[src/design/quarter_hour_chime_scheduler_assert.svh]
// ----------------------------------------------------------------------------
// Quarter-hour chime scheduler: assertion macros
// Concurrent checks clocked on clk and switched off while rst_n is low.
// ----------------------------------------------------------------------------
`ifndef QUARTER_HOUR_CHIME_SCHEDULER_ASSERT_SVH
`define QUARTER_HOUR_CHIME_SCHEDULER_ASSERT_SVH

// Same-cycle implication.
`define QHCS_ASSERT_IMP(label, ante, cons, msg) \
  label: assert property (@(posedge clk) disable iff (!rst_n) (ante) |-> (cons)) \
    else $error(msg);

// Next-cycle implication.
`define QHCS_ASSERT_NXT(label, ante, cons, msg) \
  label: assert property (@(posedge clk) disable iff (!rst_n) (ante) |=> (cons)) \
    else $error(msg);

`endif

[src/design/qhcs_pkg.sv]
// ----------------------------------------------------------------------------
// Quarter-hour chime scheduler package
// Codes, register indexes and the structs passed between the top level and
// the scheduling core.
// ----------------------------------------------------------------------------
`timescale 1ns / 1ps
`default_nettype none

package qhcs_pkg;

  // Series / play kinds
  localparam logic [1:0] KIND_NONE    = 2'd0;
  localparam logic [1:0] KIND_HOURLY  = 2'd1;
  localparam logic [1:0] KIND_QUARTER = 2'd2;

  // Status codes
  localparam logic [2:0] ST_NOTHING   = 3'd0;
  localparam logic [2:0] ST_SCHEDULED = 3'd1;
  localparam logic [2:0] ST_REPLACED  = 3'd2;
  localparam logic [2:0] ST_SOUND_OFF = 3'd3;
  localparam logic [2:0] ST_REFUSED   = 3'd4;

  // Item kinds
  localparam logic FUNC_TICK = 1'b0;
  localparam logic FUNC_POLL = 1'b1;

  // Configuration register indexes
  localparam logic [1:0] CFG_IDX_MODE  = 2'd0;
  localparam logic [1:0] CFG_IDX_START = 2'd1;
  localparam logic [1:0] CFG_IDX_END   = 2'd2;

  localparam logic [2:0] MODE_RESET  = 3'd0;
  localparam logic [4:0] START_RESET = 5'd0;
  localparam logic [4:0] END_RESET   = 5'd24;

  localparam int IN_TDATA_W  = 32;
  localparam int OUT_TDATA_W = 16;
  localparam int CFG_DATA_W  = 5;

  typedef struct packed {
    logic [2:0] chime_mode;
    logic [4:0] window_start_hour;
    logic [4:0] window_end_hour;
  } qhcs_cfg_t;

  typedef struct packed {
    logic [1:0]  series_kind;
    logic [3:0]  series_count;
    logic        mark_valid;
    logic [15:0] last_quarter_mark;
  } qhcs_state_t;

  typedef struct packed {
    logic       func;
    logic [5:0] second;
    logic [5:0] minute;
    logic [4:0] hour;
    logic [8:0] day_of_year;
    logic       sound_on;
    logic       audio_task_running;
    logic       audio_busy;
    logic       play_accepted;
  } qhcs_item_t;

  typedef struct packed {
    logic [1:0] play_kind;
    logic       wake_audio;
    logic [2:0] status;
    logic [1:0] pending_type;
    logic [3:0] pending_left;
    logic       active_now;
  } qhcs_result_t;

endpackage

`default_nettype wire

[src/design/quarter_hour_chime_scheduler.sv]
// Path: a transaction accepted into the input register goes through the core
//   into the result register, from which it is offered on m_axis.
// Throughput: one tick or poll per cycle unless m_axis stalls; the series
//   state is read and written in the single step between the two registers.
// Reset: synchronous, active low; clears both stages, the series state, the
//   quarter mark and the registers (mode 0, window 0 to 24).
// ----------------------------------------------------------------------------
// Quarter-hour chime scheduler
// Schedules hourly strikes and quarter chimes from time ticks and hands them
// out one at a time on audio service polls.
// ----------------------------------------------------------------------------
`timescale 1ns / 1ps
`default_nettype none
`include "quarter_hour_chime_scheduler_assert.svh"

module quarter_hour_chime_scheduler (
  input  wire                              clk,
  input  wire                              rst_n,
  // s_axis input: tdata = second, minute, hour, day_of_year, sound_on,
  //   audio_task_running, audio_busy, play_accepted (from bit 0 up)
  input  wire                              in_tvalid,
  output logic                             in_tready,
  input  wire [qhcs_pkg::IN_TDATA_W-1:0]   in_tdata,
  input  wire                              in_tuser,   // func
  // m_axis result: tdata = play_kind, wake_audio, status, pending_type,
  //   pending_left, active_now (from bit 0 up)
  output logic                             out_tvalid,
  input  wire                              out_tready,
  output logic [qhcs_pkg::OUT_TDATA_W-1:0] out_tdata,
  // register writes
  input  wire                              cfg_valid,
  output logic                             cfg_ready,
  input  wire [1:0]                        cfg_index,
  input  wire [qhcs_pkg::CFG_DATA_W-1:0]   cfg_data
);
  import qhcs_pkg::*;

  qhcs_cfg_t    cfg_r;
  qhcs_state_t  state_r;
  qhcs_state_t  state_nxt;
  qhcs_item_t   item_r;
  qhcs_item_t   item_nxt;
  qhcs_result_t result;
  logic         s1_valid_r;
  logic         out_valid_r;
  logic [OUT_TDATA_W-1:0] out_data_r;
  logic         out_adv;
  logic         s1_adv;

  assign cfg_ready = 1'b1;

  always_ff @(posedge clk) begin
    if (!rst_n) begin
      cfg_r.chime_mode        <= MODE_RESET;
      cfg_r.window_start_hour <= START_RESET;
      cfg_r.window_end_hour   <= END_RESET;
    end else if (cfg_valid && cfg_ready) begin
      case (cfg_index)
        CFG_IDX_MODE:  cfg_r.chime_mode        <= cfg_data[2:0];
        CFG_IDX_START: cfg_r.window_start_hour <= cfg_data;
        CFG_IDX_END:   cfg_r.window_end_hour   <= cfg_data;
        default:       cfg_r <= cfg_r;
      endcase
    end
  end

  // Result register frees up when empty or when taken
  assign out_adv   = !out_valid_r || out_tready;
  assign s1_adv    = s1_valid_r && out_adv;
  assign in_tready = !s1_valid_r || out_adv;

  assign item_nxt.func               = in_tuser;
  assign item_nxt.second             = in_tdata[5:0];
  assign item_nxt.minute             = in_tdata[11:6];
  assign item_nxt.hour               = in_tdata[16:12];
  assign item_nxt.day_of_year        = in_tdata[25:17];
  assign item_nxt.sound_on           = in_tdata[26];
  assign item_nxt.audio_task_running = in_tdata[27];
  assign item_nxt.audio_busy         = in_tdata[28];
  assign item_nxt.play_accepted      = in_tdata[29];

  always_ff @(posedge clk) begin
    if (!rst_n) begin
      s1_valid_r <= 1'b0;
    end else if (in_tready) begin
      s1_valid_r <= in_tvalid;
    end
  end

  always_ff @(posedge clk) begin
    if (in_tready && in_tvalid) begin
      item_r <= item_nxt;
    end
  end

  qhcs_core u_core (
    .cfg       (cfg_r),
    .state     (state_r),
    .item      (item_r),
    .state_nxt (state_nxt),
    .result    (result)
  );

  // Commit the series state only when the transaction moves on
  always_ff @(posedge clk) begin
    if (!rst_n) begin
      state_r <= '0;
    end else if (s1_adv) begin
      state_r <= state_nxt;
    end
  end

  always_ff @(posedge clk) begin
    if (!rst_n) begin
      out_valid_r <= 1'b0;
    end else if (out_adv) begin
      out_valid_r <= s1_valid_r;
    end
  end

  always_ff @(posedge clk) begin
    if (s1_adv) begin
      out_data_r <= {3'b000, result.active_now, result.pending_left, result.pending_type,
                     result.status, result.wake_audio, result.play_kind};
    end
  end

  assign out_tvalid = out_valid_r;
  assign out_tdata  = out_data_r;

  `QHCS_ASSERT_IMP(a_kind_count_agree, 1'b1,
    ((state_r.series_kind == KIND_NONE) == (state_r.series_count == 4'd0)) &&
    (state_r.series_kind != 2'd3), "series kind and count disagree")
  `QHCS_ASSERT_NXT(a_stage_moves, s1_adv, out_valid_r,
    "input stage advanced but no result was loaded")
  `QHCS_ASSERT_IMP(a_sched_active,
    out_valid_r && (out_data_r[5:3] == ST_SCHEDULED || out_data_r[5:3] == ST_REPLACED),
    out_data_r[12], "series scheduled outside an active hour")
  `QHCS_ASSERT_IMP(a_play_status,
    out_valid_r && (out_data_r[1:0] != KIND_NONE),
    (out_data_r[5:3] == ST_NOTHING) || (out_data_r[5:3] == ST_REFUSED),
    "chime requested with an inconsistent status")

endmodule

`default_nettype wire

[src/design/qhcs_core.sv]
// ----------------------------------------------------------------------------
// Quarter-hour chime scheduler: scheduling core
// Combinational step: from one item, the registers and the current series
// state, work out the result and the next series state.
// ----------------------------------------------------------------------------
`timescale 1ns / 1ps
`default_nettype none

module qhcs_core (
  input  qhcs_pkg::qhcs_cfg_t    cfg,
  input  qhcs_pkg::qhcs_state_t  state,
  input  qhcs_pkg::qhcs_item_t   item,
  output qhcs_pkg::qhcs_state_t  state_nxt,
  output qhcs_pkg::qhcs_result_t result
);
  import qhcs_pkg::*;

  logic [4:0]  h24;
  logic [4:0]  h12;
  logic        win_ok;
  logic        mode_ok;
  logic        on;
  logic        min_bound;
  logic [2:0]  qtr;
  logic [15:0] mark;
  logic        boundary;
  logic        new_quarter;
  logic        start;
  logic [1:0]  start_kind;
  logic [3:0]  start_cnt;
  logic        have_series;

  // Hour folded to a day and to a clock face
  assign h24 = (item.hour >= 5'd24) ? item.hour - 5'd24 : item.hour;

  always_comb begin
    if (item.hour >= 5'd24) begin
      h12 = item.hour - 5'd24;
    end else if (item.hour >= 5'd12) begin
      h12 = item.hour - 5'd12;
    end else begin
      h12 = item.hour;
    end
    if (h12 == 5'd0) begin
      h12 = 5'd12;
    end
  end

  always_comb begin
    if (cfg.window_start_hour > 5'd24 || cfg.window_end_hour > 5'd24) begin
      win_ok = 1'b1;
    end else if (cfg.window_start_hour == 5'd0 && cfg.window_end_hour == 5'd24) begin
      win_ok = 1'b1;
    end else if (cfg.window_start_hour == cfg.window_end_hour) begin
      win_ok = 1'b0;
    end else if (cfg.window_start_hour < cfg.window_end_hour) begin
      win_ok = (h24 >= cfg.window_start_hour) && (h24 < cfg.window_end_hour);
    end else begin
      win_ok = (h24 >= cfg.window_start_hour) || (h24 < cfg.window_end_hour);
    end
  end

  assign mode_ok = (cfg.chime_mode == 3'd1) || (cfg.chime_mode == 3'd2) ||
                   (cfg.chime_mode == 3'd4);
  assign on      = mode_ok && win_ok;

  // Quarter index of the minute; only multiples of fifteen are boundaries
  always_comb begin
    case (item.minute)
      6'd0: begin
        min_bound = 1'b1;
        qtr       = 3'd0;
      end
      6'd15: begin
        min_bound = 1'b1;
        qtr       = 3'd1;
      end
      6'd30: begin
        min_bound = 1'b1;
        qtr       = 3'd2;
      end
      6'd45: begin
        min_bound = 1'b1;
        qtr       = 3'd3;
      end
      6'd60: begin
        min_bound = 1'b1;
        qtr       = 3'd4;
      end
      default: begin
        min_bound = 1'b0;
        qtr       = 3'd0;
      end
    endcase
  end

  // day * 96 + hour * 4 + quarter
  assign mark = ({7'd0, item.day_of_year} << 6) + ({7'd0, item.day_of_year} << 5) +
                {9'd0, item.hour, 2'b00} + {13'd0, qtr};

  assign boundary    = (item.func == FUNC_TICK) && (item.second == 6'd0) && min_bound;
  assign new_quarter = boundary &&
                       !(state.mark_valid && (mark == state.last_quarter_mark));

  always_comb begin
    start      = 1'b0;
    start_kind = KIND_NONE;
    start_cnt  = 4'd0;
    if (new_quarter && on) begin
      if (item.minute == 6'd0) begin
        start      = 1'b1;
        start_kind = KIND_HOURLY;
        start_cnt  = h12[3:0];
      end else if (cfg.chime_mode == 3'd2 && item.minute == 6'd30) begin
        start      = 1'b1;
        start_kind = KIND_QUARTER;
        start_cnt  = 4'd1;
      end else if (cfg.chime_mode == 3'd4) begin
        start_kind = KIND_QUARTER;
        case (item.minute)
          6'd15: begin
            start     = 1'b1;
            start_cnt = 4'd1;
          end
          6'd30: begin
            start     = 1'b1;
            start_cnt = 4'd2;
          end
          6'd45: begin
            start     = 1'b1;
            start_cnt = 4'd3;
          end
          default: begin
            start     = 1'b0;
            start_cnt = 4'd0;
          end
        endcase
      end
    end
  end

  assign have_series = (state.series_count != 4'd0) &&
                       ((state.series_kind == KIND_HOURLY) ||
                        (state.series_kind == KIND_QUARTER));

  always_comb begin
    state_nxt         = state;
    result.play_kind  = KIND_NONE;
    result.wake_audio = 1'b0;
    result.status     = ST_NOTHING;
    result.active_now = 1'b0;
    if (item.func == FUNC_TICK) begin
      result.active_now = on;
      if (new_quarter) begin
        state_nxt.mark_valid        = 1'b1;
        state_nxt.last_quarter_mark = mark;
      end
      if (start) begin
        result.status          = (state.series_count != 4'd0) ? ST_REPLACED : ST_SCHEDULED;
        state_nxt.series_kind  = start_kind;
        state_nxt.series_count = start_cnt;
      end
    end else if (have_series) begin
      if (!item.sound_on) begin
        state_nxt.series_kind  = KIND_NONE;
        state_nxt.series_count = 4'd0;
        result.status          = ST_SOUND_OFF;
      end else begin
        result.wake_audio = !item.audio_task_running;
        if (!item.audio_busy) begin
          result.play_kind = state.series_kind;
          if (item.play_accepted) begin
            state_nxt.series_count = state.series_count - 4'd1;
            if (state.series_count == 4'd1) begin
              state_nxt.series_kind = KIND_NONE;
            end
          end else begin
            state_nxt.series_kind  = KIND_NONE;
            state_nxt.series_count = 4'd0;
            result.status          = ST_REFUSED;
          end
        end
      end
    end
    result.pending_type = state_nxt.series_kind;
    result.pending_left = state_nxt.series_count;
  end

endmodule

`default_nettype wire
[config.mk]
export PLATFORM = sky130hd
export DESIGN_NAME = quarter_hour_chime_scheduler
export DESIGN_NICKNAME = d
export VERILOG_FILES = /design/src/design/qhcs_pkg.sv /design/src/design/quarter_hour_chime_scheduler.sv /design/src/design/qhcs_core.sv
export VERILOG_INCLUDE_DIRS = /design/src /design/src/design
export SDC_FILE = /design/constraint.sdc
export NUM_CORES = 1
export LEC_CHECK = 0
export ABC_AREA = 1
export BUFFER_PORTS_ARGS = -buffer_cell sky130_fd_sc_hd__clkbuf_2
export CELL_PAD_IN_SITES_DETAIL_PLACEMENT = 2
export CELL_PAD_IN_SITES_GLOBAL_PLACEMENT = 2
export CORE_ASPECT_RATIO = 1.1
export CORE_MARGIN = 3
export CORE_UTILIZATION = 30
export CTS_CLUSTER_DIAMETER = 50
export DETAILED_ROUTE_END_ITERATION = 8
export PLACE_DENSITY = 0.7
export SLEW_MARGIN = 20
export SYNTH_ARGS = -nofsm -noshare
export SYNTH_HDL_FRONTEND = slang
export SYNTH_SLANG_ARGS = --single-unit
[constraint.sdc]
create_clock -name clk -period 4.2 [get_ports clk]
set_clock_uncertainty 0.05 [all_clocks]
set_input_delay 0.21 -clock clk [delete_from_list [all_inputs] [get_ports clk]]
set_output_delay 0.21 -clock clk [all_outputs]
set_load 0.02 [all_outputs]
==> summary.md <==
| Metric | Value |
|---|---|
| Total gr overflow | `0` |
| Rel. slew slack | `41.8%` |
| Clock Tree Root | `clkbuf_16` |
| Required time worst endpoint | `4.43 ns` |
| Leading area contributor after synthesis | `edfxtp_1` |
| Fill count | `1929` |
| Mapped Area | `5180 sq um` |
| Clock sink count | `82` |
| Critical path class | `reg2reg` |
| Most frequent cells after synthesis | `nand2_1, inv_1, nand3_1` |
| Critical Path End Type | `flip-flop` |
| Worst hold path type | `in2reg` |
| Clk buf depth | `2` |
| Max IR drop VDD | `0.174 mV` |
| Final Cycle Share | `86.2%` |
| Synth Area in Compound Gates | `11.5%` |
| RSZ-0062 raised after global routing | `false` |
| Outcome | `completed` |
| Core area | `16600 sq um` |
| Leakage power | `0.00295 uW` |
| Area of the multi-input gates | `2610 sq um` |
| DR WL/cell | `16.3 um` |
| Mean Syn Cell Area | `7.70 sq um` |
| Post-synth EDFFs | `44` |
| Global-route wire length before repair | `27.1 mm` |
| Async set or reset register ratio after synthesis | `0%` |
| Worst Path Arrival | `3.84 ns` |
| Gate Count Post-Synth | `672` |
| Ant. Diodes | `0` |
| Total CTS buffers | `9` |
| Post-CTS setup buffer count | `0` |
| Clock-pin slew on the worst setup and hold paths | `0.07 ns` |
| Residual DRC | `0` |
| Via count | `4817` |
| Synth warn | `0` |
| Final setup viols | `0` |
| Port Buffers | `57` |
| Synth top area share | `25.5%` |
| First DRT Iteration DRCs | `188` |
| Dominant synthesized flop cell | `edfxtp_1` |
| Vias in the first global route | `5350` |
| Adder and majority cell fraction of the synthesized area | `10.5%` |
| Crit path time final | `3.62 ns` |
| Final ANT Viol Nets | `0` |
| Post-synthesis xor/xnor area fraction | `1.18%` |
| Vias per Instance | `4.83` |
| Area grow syn2layout | `21.6%` |
| Mux contribution to synthesized area | `0%` |
| Top-count cell post-synth | `nand2_1` |
| Worst-Margin Slew | `0.871 ns` |
| CP max FO | `24` |
| Seq/Total Area, Yosys | `40.2%` |
| Fraction of layout cells with a size suffix above 1 | `14.2%` |
| Final slew viol count | `0` |
| TritonCTS clock tree | `yes` |
| Num rows | `49` |
| Ranking of synthesized cells by area | `edfxtp_1, dfxtp_1, nand2_1` |
| Final Hold Fails | `0` |
| Ports | `64` |
| Synth cell types | `42` |
| Upper clock frequency limit | `276 MHz` |
| Initial antenna violation count | `0` |
| Kind of start point of the critical path | `flip-flop` |
| Die Width | `131 um` |
| Final Instance Area | `6290 sq um` |
| Simple-gate area share of the yosys netlist | `26.8%` |
| Die H | `144 um` |
| Global Route Usage Sum | `17.8%` |
| Max-Cap Viols | `0` |
| Largest net degree at the start of global routing | `34` |
| Post-DP Area | `5720 sq um` |
| Worst skew pair latency | `0.35 ns` |
| CTS H-tree depth | `3` |
| Largest family of logic cells by synthesized area | `simple AND/OR/NAND/NOR gates` |
| # nets final | `852` |
| Detailed Routing Iterations Pass 1 | `4` |
| Seq cells post-synth | `82` |
| Total Neg Setup Slack | `0 ns` |
| Register Area | `2080 sq um` |
| Hpwl dp | `12.6 mm` |
| GP Congestion | `0.773` |
| Final WL | `16.2 mm` |
| Pwr/cell area | `340 nW/um^2` |
| Die Area | `18900 sq um` |
| Initial Util | `31.2%` |
==> cells by family (layout without fill, tap and decap cells) <==
logic type,Yosys count,in the layout
compound gates,104,104
other cells,2,4
fa+ha+maj,43,43
xor+xnor,7,7
flops,82,82
buf+inv,125,220
simple gates,309,309
==> what timing repair did <==
action / CTS / global route
hold buffers: 29 / 0
hold endpoints to repair: 29 / 0
resized for setup: 0 / 1
endpoints found under the setup margin: 0 / 2
==> cell type report <==
type,instances,share of cell area [%]
Clock buffer,10,3.64
Clock inverter,6,0.776
Inverter,114,6.84
Multi-Input combinational cell,467,41.5
Sequential cell,82,33.1
Tap cell,229,4.55
Timing Repair Buffer,90,9.62
==> per-layer routing <==
metal	wire (um)	global-route usage [%]	up-vias
met3	288	2.84	14
met5	0	0	-
met1	6810	19.6	2360
met4	182	4.26	0
met2	8950	35.8	37
li1	-	-	2406
==> state kept, by name (all words and copies together), names as in the netlist <==
register / flops
item_r: 31
state_r: 23
cfg_r: 13
out_tdata: 13
out_tvalid: 1
s1_valid_r: 1
==> placed cells by master, fill, tap and decap left out, types with 12 or more instances in the layout <==
cell and n:
nor2_1 46, o21ai_1 13, clkbuf_2 57, inv_1 111, a21oi_2 12, dlygate4sd3_1 29
a21oi_1 35, dfxtp_1 38, ha_1 42, nand4_1 14, o21ai_0 31, nand2_1 153
edfxtp_1 44, nand3_1 62
==> power by group <==
part | internal (uW) | switching, uW | leakage, uW | total [uW]
sequential | 885 | 27.0 | 0.000734 | 912
combinational | 161 | 295 | 0.00209 | 456
clock | 408 | 366 | 0.000126 | 774
total | 1450 | 689 | 0.00295 | 2140
==> path summary, 6_finish.rpt <==
path                                 start                  endpoint  slack [ns]  cells past startpoint
hold reg to reg   state_r[16]$_SDFFE_PN0P_  state_r[16]$_SDFFE_PN0P_        0.42                      1
setup reg to reg      item_r[17]$_DFFE_PP_  state_r[11]$_SDFFE_PN0P_        0.58                     20
setup / recovery      item_r[17]$_DFFE_PP_  state_r[11]$_SDFFE_PN0P_        0.58                     20
hold / removal                in_tdata[14]      item_r[15]$_DFFE_PP_        0.02                      1
==> worst max-delay path, cell delays in order, from the launching register on <==
cell and delay, ns:
edfxtp_1 0.46, inv_1 0.14, fa_1 0.50, inv_1 0.04, ha_1 0.36, nand2_1 0.09
nor2_1 0.15, nand2_1 0.10, nand2_1 0.13, nand3_2 0.09, nand2_1 0.10, nand2_1 0.07
nand3_1 0.07, nand2_1 0.10, nand3_2 0.11, nor2_4 0.05, nor2_4 0.16, nand2_4 0.25
inv_4 0.26, o21ai_1 0.08, a31oi_1 0.17
==> per-stage QoR <==
stage	power, uW	cells	utilization, %	setup WS, ns	hold slack, ns
floorplan	1220	674	-	0.899	0.259
global placement	1340	953	34.4	0.591	0.336
detailed placement	1370	953	34.4	0.404	0.339
CTS	2170	998	37.8	0.354	0.00702
global route	2270	998	37.9	0.124	0.00552
finish	2140	998	37.9	0.581	0.0183
Power figures use the tool's default switching activity.
